[config.mk]
export PLATFORM = sky130hd
export DESIGN_NAME = jpeg_trailer_screen_flat
export DESIGN_NICKNAME = d
export VERILOG_FILES = /design/src/rtl/jts_pkg.sv /design/src/rtl/jts_if.sv /design/src/rtl/jpeg_trailer_screen.sv /design/src/flat_wrapper.sv
export SDC_FILE = /design/constraint.sdc
export NUM_CORES = 1
export LEC_CHECK = 0
export BUFFER_PORTS_ARGS = -buffer_cell sky130_fd_sc_hd__buf_4
export CORE_MARGIN = 1.5
export CORE_UTILIZATION = 39
export DETAILED_ROUTE_END_ITERATION = 10
export PLACE_DENSITY_LB_ADDON = 0.1
export SYNTH_ARGS = -nofsm -noshare
export SYNTH_HDL_FRONTEND = slang
export SYNTH_SLANG_ARGS = --single-unit
[constraint.sdc]
create_clock -name clk_i -period 8.8 [get_ports clk_i]
set_input_delay 1.32 -clock clk_i [delete_from_list [all_inputs] [get_ports clk_i]]
set_output_delay 1.32 -clock clk_i [all_outputs]
set_load 0.01 [all_outputs]
[src/rtl/jts_pkg.sv]
// ----------------------------------------------------------------------------
// JPEG trailer screen package
// Shared widths, marker bytes, signature tables, verdict codes and helpers.
// ----------------------------------------------------------------------------
`default_nettype none

package jts_pkg;

  localparam int CountBits = 32;
  localparam int WideBits  = (CountBits > 32) ? CountBits : 32;
  localparam int CfgIndexBits = 1;
  localparam int CfgDataBits  = 32;

  localparam logic [CfgIndexBits-1:0] CfgMinScanBytes    = 1'd0;
  localparam logic [CfgIndexBits-1:0] CfgMaxTrailerBytes = 1'd1;

  localparam logic [15:0] MinScanReset    = 16'd32;
  localparam logic [31:0] MaxTrailerReset = 32'd4096;

  localparam logic [7:0] MarkerPrefix = 8'hFF;
  localparam logic [7:0] MarkerEoi    = 8'hD9;
  localparam logic [7:0] MarkerSos    = 8'hDA;

  localparam int NumSigs = 8;

  localparam logic [55:0] SigValue [NumSigs] = '{
    56'h0000_0050_4B03_04, 56'h0000_0000_001F_8B, 56'h0000_007F_454C_46,
    56'h0000_0000_004D_5A, 56'h0000_2550_4446_2D, 56'h0000_0000_0023_21,
    56'h0000_3C3F_7068_70, 56'h3C73_6372_6970_74
  };

  localparam logic [55:0] SigMask [NumSigs] = '{
    56'h0000_00FF_FFFF_FF, 56'h0000_0000_00FF_FF, 56'h0000_00FF_FFFF_FF,
    56'h0000_0000_00FF_FF, 56'h0000_FFFF_FFFF_FF, 56'h0000_0000_00FF_FF,
    56'h0000_FFFF_FFFF_FF, 56'hFFFF_FFFF_FFFF_FF
  };

  localparam logic [2:0] SigLen [NumSigs] = '{
    3'd4, 3'd2, 3'd4, 3'd2, 3'd5, 3'd2, 3'd5, 3'd7
  };

  // Signatures that end on the same byte start earlier when they are longer,
  // so this order picks the earliest start with ties by table index.
  localparam logic [2:0] SigOrder [NumSigs] = '{
    3'd7, 3'd4, 3'd6, 3'd0, 3'd2, 3'd1, 3'd3, 3'd5
  };

  typedef enum logic [2:0] {
    ReasonOk          = 3'd0,
    ReasonNoScan      = 3'd1,
    ReasonShortScan   = 3'd2,
    ReasonSignature   = 3'd3,
    ReasonLongTrailer = 3'd4
  } reason_e;

  function automatic logic [31:0] clip_count(logic [WideBits-1:0] x);
    return (x > WideBits'(32'hFFFF_FFFF)) ? 32'hFFFF_FFFF : x[31:0];
  endfunction

endpackage

`default_nettype wire

[src/rtl/jts_if.sv]
// ----------------------------------------------------------------------------
// JPEG trailer screen channels
// Valid/ready channels for the byte stream and for the verdict.
// ----------------------------------------------------------------------------
`default_nettype none

interface jts_byte_if;
  logic       valid;
  logic       ready;
  logic [7:0] data_byte;
  logic       last;

  modport source (output valid, output data_byte, output last, input ready);
  modport sink   (input valid, input data_byte, input last, output ready);
endinterface

interface jts_verdict_if;
  logic        valid;
  logic        ready;
  logic        flagged;
  logic [2:0]  reason;
  logic [2:0]  signature;
  logic [31:0] count;

  modport source (output valid, output flagged, output reason, output signature,
                  output count, input ready);
  modport sink   (input valid, input flagged, input reason, input signature,
                  input count, output ready);
endinterface

`default_nettype wire

[src/rtl/jpeg_trailer_screen.sv]
// ----------------------------------------------------------------------------
// JPEG trailer screen
// Screens a JPEG file for data hidden after its end-of-image marker.
// The file enters on byte_i, one byte per transaction, with last set on the
// final byte. A byte can be accepted each cycle, but a final byte can be held back.
// The first two bytes are skipped, the marker segments are walked up to the
// start of scan, and in the scan region the latest EOI is tracked while eight
// signature comparators watch the bytes that follow it.
// One verdict transaction leaves on verdict_o for the final byte, in the cycle
// after that byte is accepted, from a single output register. All per-file
// state then returns to its reset value; the two configuration registers
// (written through cfg_we_i, cfg_index_i, cfg_wdata_i) are kept.
// While the verdict waits for verdict_o.ready, byte_i still accepts bytes
// that are not the final one; a final byte waits until the verdict register
// is free or is being emptied in the same cycle.
// Reset clears the parser state and loads min_scan_bytes = 32 and
// max_trailer_bytes = 4096.
// ----------------------------------------------------------------------------
`default_nettype none

module jpeg_trailer_screen (
  input  wire logic                               clk_i,
  input  wire logic                               rst_ni,
  input  wire logic                               cfg_we_i,
  input  wire logic [jts_pkg::CfgIndexBits-1:0]   cfg_index_i,
  input  wire logic [jts_pkg::CfgDataBits-1:0]    cfg_wdata_i,
  jts_byte_if.sink                                byte_i,
  jts_verdict_if.source                           verdict_o
);

  localparam int CB = jts_pkg::CountBits;
  localparam int WB = jts_pkg::WideBits;

  typedef enum logic [2:0] {
    PhPreamble = 3'd0,
    PhHeader   = 3'd1,
    PhSegSkip  = 3'd2,
    PhSosSkip  = 3'd3,
    PhScan     = 3'd4,
    PhFailed   = 3'd5
  } phase_e;

  logic [15:0] min_scan_q;
  logic [31:0] max_trailer_q;

  phase_e        phase_q, phase_d;
  logic [1:0]    fidx_q, fidx_d;
  logic [7:0]    marker_q, marker_d;
  logic [15:0]   seg_rem_q, seg_rem_d;
  logic [CB-1:0] scan_cnt_q, scan_cnt_d;
  logic          prev_ff_q, prev_ff_d;
  logic          eoi_q, eoi_d;
  logic [CB-1:0] trl_cnt_q, trl_cnt_d;
  logic [47:0]   hist_q;
  logic          mvalid_q, mvalid_d;
  logic [CB-1:0] moff_q, moff_d;
  logic [2:0]    midx_q, midx_d;

  logic        out_valid_q;
  logic        out_flag_q;
  logic [2:0]  out_reason_q;
  logic [2:0]  out_sig_q;
  logic [31:0] out_count_q;

  logic          in_acc;
  logic          final_acc;
  logic [7:0]    b;
  logic [55:0]   window;
  logic [15:0]   seg_len;
  logic [15:0]   rem_dec;
  logic [CB-1:0] scan_inc;
  logic [CB-1:0] trl_inc;
  logic [jts_pkg::NumSigs-1:0] hit;
  logic          sel_hit;
  logic [2:0]    sel_idx;
  logic [CB-1:0] sel_off;

  jts_pkg::reason_e reason_n;
  logic [2:0]       sig_n;
  logic [WB-1:0]    count_n;

  assign b         = byte_i.data_byte;
  assign window    = {hist_q, b};
  assign in_acc    = byte_i.valid && byte_i.ready;
  assign final_acc = in_acc && byte_i.last;
  assign byte_i.ready = !out_valid_q || verdict_o.ready || !byte_i.last;

  assign seg_len  = {seg_rem_q[7:0], b};
  assign rem_dec  = (seg_rem_q != 16'd0) ? seg_rem_q - 16'd1 : seg_rem_q;
  assign scan_inc = (scan_cnt_q != '1) ? scan_cnt_q + CB'(1) : scan_cnt_q;
  assign trl_inc  = (trl_cnt_q != '1) ? trl_cnt_q + CB'(1) : trl_cnt_q;

  always_comb begin
    for (int k = 0; k < jts_pkg::NumSigs; k++) begin
      hit[k] = ((window & jts_pkg::SigMask[k]) == jts_pkg::SigValue[k]) &&
               (trl_inc >= CB'(jts_pkg::SigLen[k]));
    end
  end

  always_comb begin
    sel_hit = 1'b0;
    sel_idx = 3'd0;
    for (int i = jts_pkg::NumSigs - 1; i >= 0; i--) begin
      if (hit[jts_pkg::SigOrder[i]]) begin
        sel_hit = 1'b1;
        sel_idx = jts_pkg::SigOrder[i];
      end
    end
  end

  assign sel_off = trl_inc - CB'(jts_pkg::SigLen[sel_idx]);

  always_comb begin
    phase_d    = phase_q;
    fidx_d     = fidx_q;
    marker_d   = marker_q;
    seg_rem_d  = seg_rem_q;
    scan_cnt_d = scan_cnt_q;
    prev_ff_d  = prev_ff_q;
    eoi_d      = eoi_q;
    trl_cnt_d  = trl_cnt_q;
    mvalid_d   = mvalid_q;
    moff_d     = moff_q;
    midx_d     = midx_q;
    case (phase_q)
      PhPreamble: begin
        if (fidx_q == 2'd0) begin
          fidx_d = 2'd1;
        end else begin
          fidx_d  = 2'd0;
          phase_d = PhHeader;
        end
      end
      PhHeader: begin
        case (fidx_q)
          2'd0: begin
            if (b != jts_pkg::MarkerPrefix) begin
              phase_d = PhFailed;
            end else begin
              fidx_d = 2'd1;
            end
          end
          2'd1: begin
            if (b == jts_pkg::MarkerEoi) begin
              phase_d = PhFailed;
            end else begin
              marker_d = b;
              fidx_d   = 2'd2;
            end
          end
          2'd2: begin
            seg_rem_d = {8'd0, b};
            fidx_d    = 2'd3;
          end
          default: begin
            fidx_d = 2'd0;
            if (seg_len < 16'd2) begin
              phase_d = PhFailed;
            end else begin
              seg_rem_d = seg_len - 16'd2;
              if (marker_q == jts_pkg::MarkerSos) begin
                phase_d = (seg_len == 16'd2) ? PhScan : PhSosSkip;
              end else if (seg_len != 16'd2) begin
                phase_d = PhSegSkip;
              end
            end
          end
        endcase
      end
      PhSegSkip, PhSosSkip: begin
        seg_rem_d = rem_dec;
        if (rem_dec == 16'd0) begin
          phase_d = (phase_q == PhSosSkip) ? PhScan : PhHeader;
        end
      end
      PhScan: begin
        scan_cnt_d = scan_inc;
        if (prev_ff_q && b == jts_pkg::MarkerEoi) begin
          eoi_d     = 1'b1;
          trl_cnt_d = '0;
          mvalid_d  = 1'b0;
          moff_d    = '0;
          midx_d    = 3'd0;
        end else if (eoi_q) begin
          trl_cnt_d = trl_inc;
          if (sel_hit && (!mvalid_q || sel_off < moff_q)) begin
            mvalid_d = 1'b1;
            moff_d   = sel_off;
            midx_d   = sel_idx;
          end
        end
        prev_ff_d = (b == jts_pkg::MarkerPrefix);
      end
      default: begin
        phase_d = PhFailed;
      end
    endcase
  end

  always_comb begin
    reason_n = jts_pkg::ReasonOk;
    sig_n    = 3'd0;
    count_n  = '0;
    if (phase_d != PhScan) begin
      reason_n = jts_pkg::ReasonNoScan;
    end else if (WB'(scan_cnt_d) < WB'(min_scan_q)) begin
      reason_n = jts_pkg::ReasonShortScan;
      count_n  = WB'(scan_cnt_d);
    end else if (eoi_d && mvalid_d) begin
      reason_n = jts_pkg::ReasonSignature;
      sig_n    = midx_d;
      count_n  = WB'(moff_d);
    end else if (eoi_d && WB'(trl_cnt_d) > WB'(max_trailer_q)) begin
      reason_n = jts_pkg::ReasonLongTrailer;
      count_n  = WB'(trl_cnt_d);
    end
  end

  always_ff @(posedge clk_i or negedge rst_ni) begin
    if (!rst_ni) begin
      min_scan_q    <= jts_pkg::MinScanReset;
      max_trailer_q <= jts_pkg::MaxTrailerReset;
    end else if (cfg_we_i) begin
      case (cfg_index_i)
        jts_pkg::CfgMinScanBytes:    min_scan_q    <= cfg_wdata_i[15:0];
        jts_pkg::CfgMaxTrailerBytes: max_trailer_q <= cfg_wdata_i[31:0];
        default: ;
      endcase
    end
  end

  always_ff @(posedge clk_i or negedge rst_ni) begin
    if (!rst_ni) begin
      phase_q    <= PhPreamble;
      fidx_q     <= 2'd0;
      marker_q   <= 8'd0;
      seg_rem_q  <= 16'd0;
      scan_cnt_q <= '0;
      prev_ff_q  <= 1'b0;
      eoi_q      <= 1'b0;
      trl_cnt_q  <= '0;
      hist_q     <= 48'd0;
      mvalid_q   <= 1'b0;
      moff_q     <= '0;
      midx_q     <= 3'd0;
    end else if (in_acc) begin
      if (byte_i.last) begin
        phase_q    <= PhPreamble;
        fidx_q     <= 2'd0;
        marker_q   <= 8'd0;
        seg_rem_q  <= 16'd0;
        scan_cnt_q <= '0;
        prev_ff_q  <= 1'b0;
        eoi_q      <= 1'b0;
        trl_cnt_q  <= '0;
        hist_q     <= 48'd0;
        mvalid_q   <= 1'b0;
        moff_q     <= '0;
        midx_q     <= 3'd0;
      end else begin
        phase_q    <= phase_d;
        fidx_q     <= fidx_d;
        marker_q   <= marker_d;
        seg_rem_q  <= seg_rem_d;
        scan_cnt_q <= scan_cnt_d;
        prev_ff_q  <= prev_ff_d;
        eoi_q      <= eoi_d;
        trl_cnt_q  <= trl_cnt_d;
        hist_q     <= window[47:0];
        mvalid_q   <= mvalid_d;
        moff_q     <= moff_d;
        midx_q     <= midx_d;
      end
    end
  end

  always_ff @(posedge clk_i or negedge rst_ni) begin
    if (!rst_ni) begin
      out_valid_q <= 1'b0;
    end else if (final_acc) begin
      out_valid_q <= 1'b1;
    end else if (verdict_o.ready) begin
      out_valid_q <= 1'b0;
    end
  end

  always_ff @(posedge clk_i) begin
    if (final_acc) begin
      out_flag_q   <= (reason_n != jts_pkg::ReasonOk);
      out_reason_q <= reason_n;
      out_sig_q    <= sig_n;
      out_count_q  <= jts_pkg::clip_count(count_n);
    end
  end

  assign verdict_o.valid     = out_valid_q;
  assign verdict_o.flagged   = out_flag_q;
  assign verdict_o.reason    = out_reason_q;
  assign verdict_o.signature = out_sig_q;
  assign verdict_o.count     = out_count_q;

`ifndef ASSERT_OFF
  a_final_gives_verdict: assert property (@(posedge clk_i) disable iff (!rst_ni)
    final_acc |=> out_valid_q)
    else $error("final byte accepted without a verdict being held");

  a_final_clears_state: assert property (@(posedge clk_i) disable iff (!rst_ni)
    final_acc |=> (phase_q == PhPreamble) && (fidx_q == 2'd0) && !eoi_q && !mvalid_q)
    else $error("per-file state not cleared after the final byte");

  a_flag_matches_reason: assert property (@(posedge clk_i) disable iff (!rst_ni)
    out_valid_q |-> (out_flag_q == (out_reason_q != jts_pkg::ReasonOk)))
    else $error("flagged disagrees with reason");

  a_sig_only_for_match: assert property (@(posedge clk_i) disable iff (!rst_ni)
    (out_valid_q && out_reason_q != jts_pkg::ReasonSignature) |-> (out_sig_q == 3'd0))
    else $error("signature index set without a signature verdict");

  a_match_needs_eoi: assert property (@(posedge clk_i) disable iff (!rst_ni)
    mvalid_q |-> eoi_q)
    else $error("signature match recorded before any EOI");
`endif

endmodule

`default_nettype wire
[src/flat_wrapper.sv]
// flat-port wrapper written by rule: the top's interface ports become plain ports
module jpeg_trailer_screen_flat 
  (clk_i, rst_ni, cfg_we_i, cfg_index_i, cfg_wdata_i, byte_i_valid, byte_i_data_byte, byte_i_last, byte_i_ready, verdict_o_valid, verdict_o_flagged, verdict_o_reason, verdict_o_signature, verdict_o_count, verdict_o_ready);
  jts_byte_if byte_i_i ();
  jts_verdict_if verdict_o_i ();
  input  wire logic clk_i;
  input  wire logic rst_ni;
  input  wire logic cfg_we_i;
  input  wire logic [jts_pkg::CfgIndexBits-1:0] cfg_index_i;
  input  wire logic [jts_pkg::CfgDataBits-1:0] cfg_wdata_i;
  input wire logic [$bits(byte_i_i.valid)-1:0] byte_i_valid;
  input wire logic [$bits(byte_i_i.data_byte)-1:0] byte_i_data_byte;
  input wire logic [$bits(byte_i_i.last)-1:0] byte_i_last;
  output wire logic [$bits(byte_i_i.ready)-1:0] byte_i_ready;
  output wire logic [$bits(verdict_o_i.valid)-1:0] verdict_o_valid;
  output wire logic [$bits(verdict_o_i.flagged)-1:0] verdict_o_flagged;
  output wire logic [$bits(verdict_o_i.reason)-1:0] verdict_o_reason;
  output wire logic [$bits(verdict_o_i.signature)-1:0] verdict_o_signature;
  output wire logic [$bits(verdict_o_i.count)-1:0] verdict_o_count;
  input wire logic [$bits(verdict_o_i.ready)-1:0] verdict_o_ready;
  assign byte_i_i.valid = byte_i_valid;
  assign byte_i_i.data_byte = byte_i_data_byte;
  assign byte_i_i.last = byte_i_last;
  assign byte_i_ready = byte_i_i.ready;
  assign verdict_o_valid = verdict_o_i.valid;
  assign verdict_o_flagged = verdict_o_i.flagged;
  assign verdict_o_reason = verdict_o_i.reason;
  assign verdict_o_signature = verdict_o_i.signature;
  assign verdict_o_count = verdict_o_i.count;
  assign verdict_o_i.ready = verdict_o_ready;
  jpeg_trailer_screen u_core (.clk_i(clk_i), .rst_ni(rst_ni), .cfg_we_i(cfg_we_i), .cfg_index_i(cfg_index_i), .cfg_wdata_i(cfg_wdata_i), .byte_i(byte_i_i), .verdict_o(verdict_o_i));
endmodule
==> results by group <==
STA
  • Final hold violations: 0
  • Setup TNS: 0 ns
  • Tcrit/Tclk final: 0.944
  • Worst-Margin Slew: around 1.1 ns
  • Fmax: roughly 120 MHz
  • # setup viols final: 0
  • Post-route setup slack: a little under 0.5 ns
  • Period minus WS final: 8.31 ns
  • Max Slew Vio Count: 0
  • Hold_ws: around 0.46 ns
  • Final Skew: 0.0186 ns
  • RSZ-0062 raised after global routing: false
  • Slew headroom: 0.259

Power and ir drop
  • Power density over the cells: 168 nW/um^2
  • Leak: between 9 and 10 nW
  • Final Power: around 3.5 mW
  • Peak supply drop: ~0.00013 V

Yosys
  • Mux cell area share after synthesis: 0.0285
  • Leading area contributor after synthesis: dfrtp_1
  • Seq/Total Area, Yosys: 0.374
  • Synth area leaders: dfrtp_1 (31%), edfxtp_1 (6.4%), ha_1 (6.0%)
  • Yosys reg bits: 267
  • Mean post-synth cell area: 8.75 sq um
  • FFs w/ async S/R, synth: 0.854
  • EDFF count, synth: 39
  • Compound-cell area share of the yosys netlist: 0.193
  • YS warnings: 0
  • Xor and xnor area share after synthesis: 0.0433
  • Syn nets: approximately 2200
  • Synth Cell Area: around 18000 sq um
  • Syn Inst Count: between 2000 and 2500
  • Count of different cell masters after synthesis: 96
  • Adder-cell area share of the yosys netlist: 0.0616
  • Synth top area share: 0.307
  • Largest family of logic cells by synthesized area: simple AND/OR/NAND/NOR gates
  • Simple-gate area share of the yosys netlist: 0.245
  • Ys flop type: dfrtp_1

Routing
  • Antenna viol nets, final: 0
  • Starting DRC count in detailed routing: roughly 1500
  • Routed WL per cell: 22.5 microns
  • Final wirelength: 63000 microns
  • First-pass iteration count of the detailed router: 6
  • DR vias: between 15000 and 20000
  • Drt drc: 0
  • Via density: just over 6

Clocking
  • Worst-path clk slew: approximately 0.060 ns
  • H-tree levels: 2
  • TritonCTS clock tree: built
  • Root Driver: clkbuf_16
  • Clock Path Buffers: 3
  • Cts bufs inserted: 35
  • # clock sinks: roughly 270
  • Post-CTS setup buffer count: 0
  • Cts hold-fix bufs: 0
  • Clock latency on the worst-skew pair: 0.55 ns
  • Cts repair resizes: 0

Critical path
  • Cell repeated most along the worst path: nand3_1
  • Worst-path fanout max: 19
  • Critical-path top delay cell: nor4_4
  • Critical path required time: between 9 and 10 ns
  • CP Capture Type: flip-flop
  • Worst Path Class, Setup: reg -> reg
  • Critical Path AT: roughly 8.6 ns
  • CP max stage delay: 0.60 ns
  • Flop-to-flop setup slack: slightly below 0.5 ns
  • Crit start category: flip-flop

Finish
  • # fillers: approximately 4600
  • Multi-input logic area: approximately 11000 sq um
  • Nets: 2299
  • Layout area overhead: 14.4%
  • Register Area: approximately 6900 sq um
  • Antenna diode count: 0
  • Share of cells above drive strength 1: 0.131

GRT
  • Gr busiest metal: met2
  • Largest net degree at the start of global routing: 128
  • First-pass GRT wire length: ~100000 microns
  • Antenna violations before repair: 1
  • Met2 usage: 0.413
  • Met1 Use GR: 0.370
  • GR Util met3: 0.0337
  • GRT Total Usage: 0.260
  • Vias in the first global route: 16243
  • GRT overflow: 0

Outcome
  • Status: finished clean

Floorplan
  • I/O pins: 88
  • Initial Util: 0.396
  • Die ar.: a little under 50000 sq um
  • Chip width: around 220 microns
  • Core Area: around 47000 sq um
  • Row count: ~80
  • Die Span Y: 220 microns

Min path
  • Hold Path Class: reg -> reg

Place
  • DP HPWL: around 45000 microns
  • Dpl ws: just under 0.6 ns
  • Routability cong.: 0.951
  • PortBufs: slightly below 90

Job
  • Max Cap Viol: 0
per-layer routing:
layer	routed length (microns)	vias to the layer above	part of all wire
met5	0	-	0
met4	1620	0	0.026
met3	3320	106	0.053
met2	28900	544	0.46
met1	29100	8388	0.46
li1	-	7922	-
sequential cells by signal (all words and copies together), names as in the netlist, 2 cells and up:
name                        flops
u_core.hist_q                  48
u_core.max_trailer_q           32
u_core.moff_q                  32
u_core.scan_cnt_q              32
u_core.trl_cnt_q               32
u_core.verdict_o.count         32
u_core.min_scan_q              16
u_core.seg_rem_q               16
u_core.marker_q                 8
u_core.midx_q                   3
u_core.phase_q                  3
u_core.verdict_o.reason         3
u_core.verdict_o.signature      3
u_core.fidx_q                   2
critical path, delay by kind of cell (launching register included):
| family | cells | cell delay, ns |
|---|---|---|
| and+or+nand+nor | 11 | 2.93 |
| AOI/OAI and AO/OA | 12 | 2.57 |
| buffers and inverters | 4 | 0.76 |
| adders and majority gates | 2 | 0.66 |
| DFF | 1 | 0.58 |
| xor gates and xnor gates | 2 | 0.53 |
cell usage after synthesis, drive strengths merged, types with 18 or more instances:
cell / count
dfrtp: 226
nand3: 84
o31ai: 22
nand3b: 46
edfxtp: 39
a21o: 31
a22o: 85
clkbuf: 114
a21oi: 68
nor3: 44
nand4: 87
ha: 89
xor2: 32
nor2: 109
o211ai: 18
xnor2: 59
nor4: 34
nand2: 235
buf: 25
nor2b: 20
mux2: 35
inv: 121
and4: 19
and2: 20
a31oi: 21
and3: 33
o21ai: 142
cell type report:
cell class / instances / area share
clock inverter: 6 / 0.00422
timing repair buffer: 159 / 0.0594
inverter: 121 / 0.0216
sequential: 267 / 0.326
clock buffer: 56 / 0.0502
multi-input combinational: 1578 / 0.502
tap: 607 / 0.0360
per-stage QoR:
stage | instances | util | instance area, sq um
floorplan | 2105 | - | 18400
CTS | 2794 | 0.452 | 21100
global route | 2794 | 0.453 | 21100
global placement | 2732 | 0.428 | 19900
detailed placement | 2732 | 0.428 | 19900
finish | 2794 | 0.453 | 21100
logic make-up after synthesis:
family | Yosys count
and+or+nand+nor | 831
muxes | 48
DFF | 267
buffers and inverters | 260
AOI/OAI and AO/OA | 518
adders and majority gates | 90
xor gates and xnor gates | 91
worst paths after layout:
check	startpoint	endpoint	depth (start not counted)
min in group asynchronous	rst_ni	u_core.max_trailer_q[15]$_DFFE_PN0P_	1
setup / recovery	u_core.trl_cnt_q[5]$_DFFE_PN0P_	u_core.verdict_o.count[6]$_DFFE_PP_	31
hold reg to reg	u_core.hist_q[43]$_DFFE_PN0P_	u_core.hist_q[43]$_DFFE_PN0P_	2
setup reg to reg	u_core.trl_cnt_q[5]$_DFFE_PN0P_	u_core.verdict_o.count[6]$_DFFE_PP_	31
max in group asynchronous	rst_ni	u_core.max_trailer_q[26]$_DFFE_PN0P_	2
hold / removal	u_core.hist_q[43]$_DFFE_PN0P_	u_core.hist_q[43]$_DFFE_PN0P_	2
placed cells by master (no fill, tap or decap), types with 68 or more instances in the layout:
cell and instances:
a21oi_1 68, a22o_1 85, buf_4 154, dfrtp_1 226, ha_1 89, inv_1 120, nand2_1 233, nand3_1 82
nand4_1 87, nor2_1 108, o21ai_0 131
power by group:
part           internal (mW)  leakage, nW  switching [mW]
Sequential              1.34         3.44          0.0910
Combinational          0.233         5.02           0.421
Clock                  0.882        0.557           0.575
No activity file was read; power rests on OpenSTA's default activity.
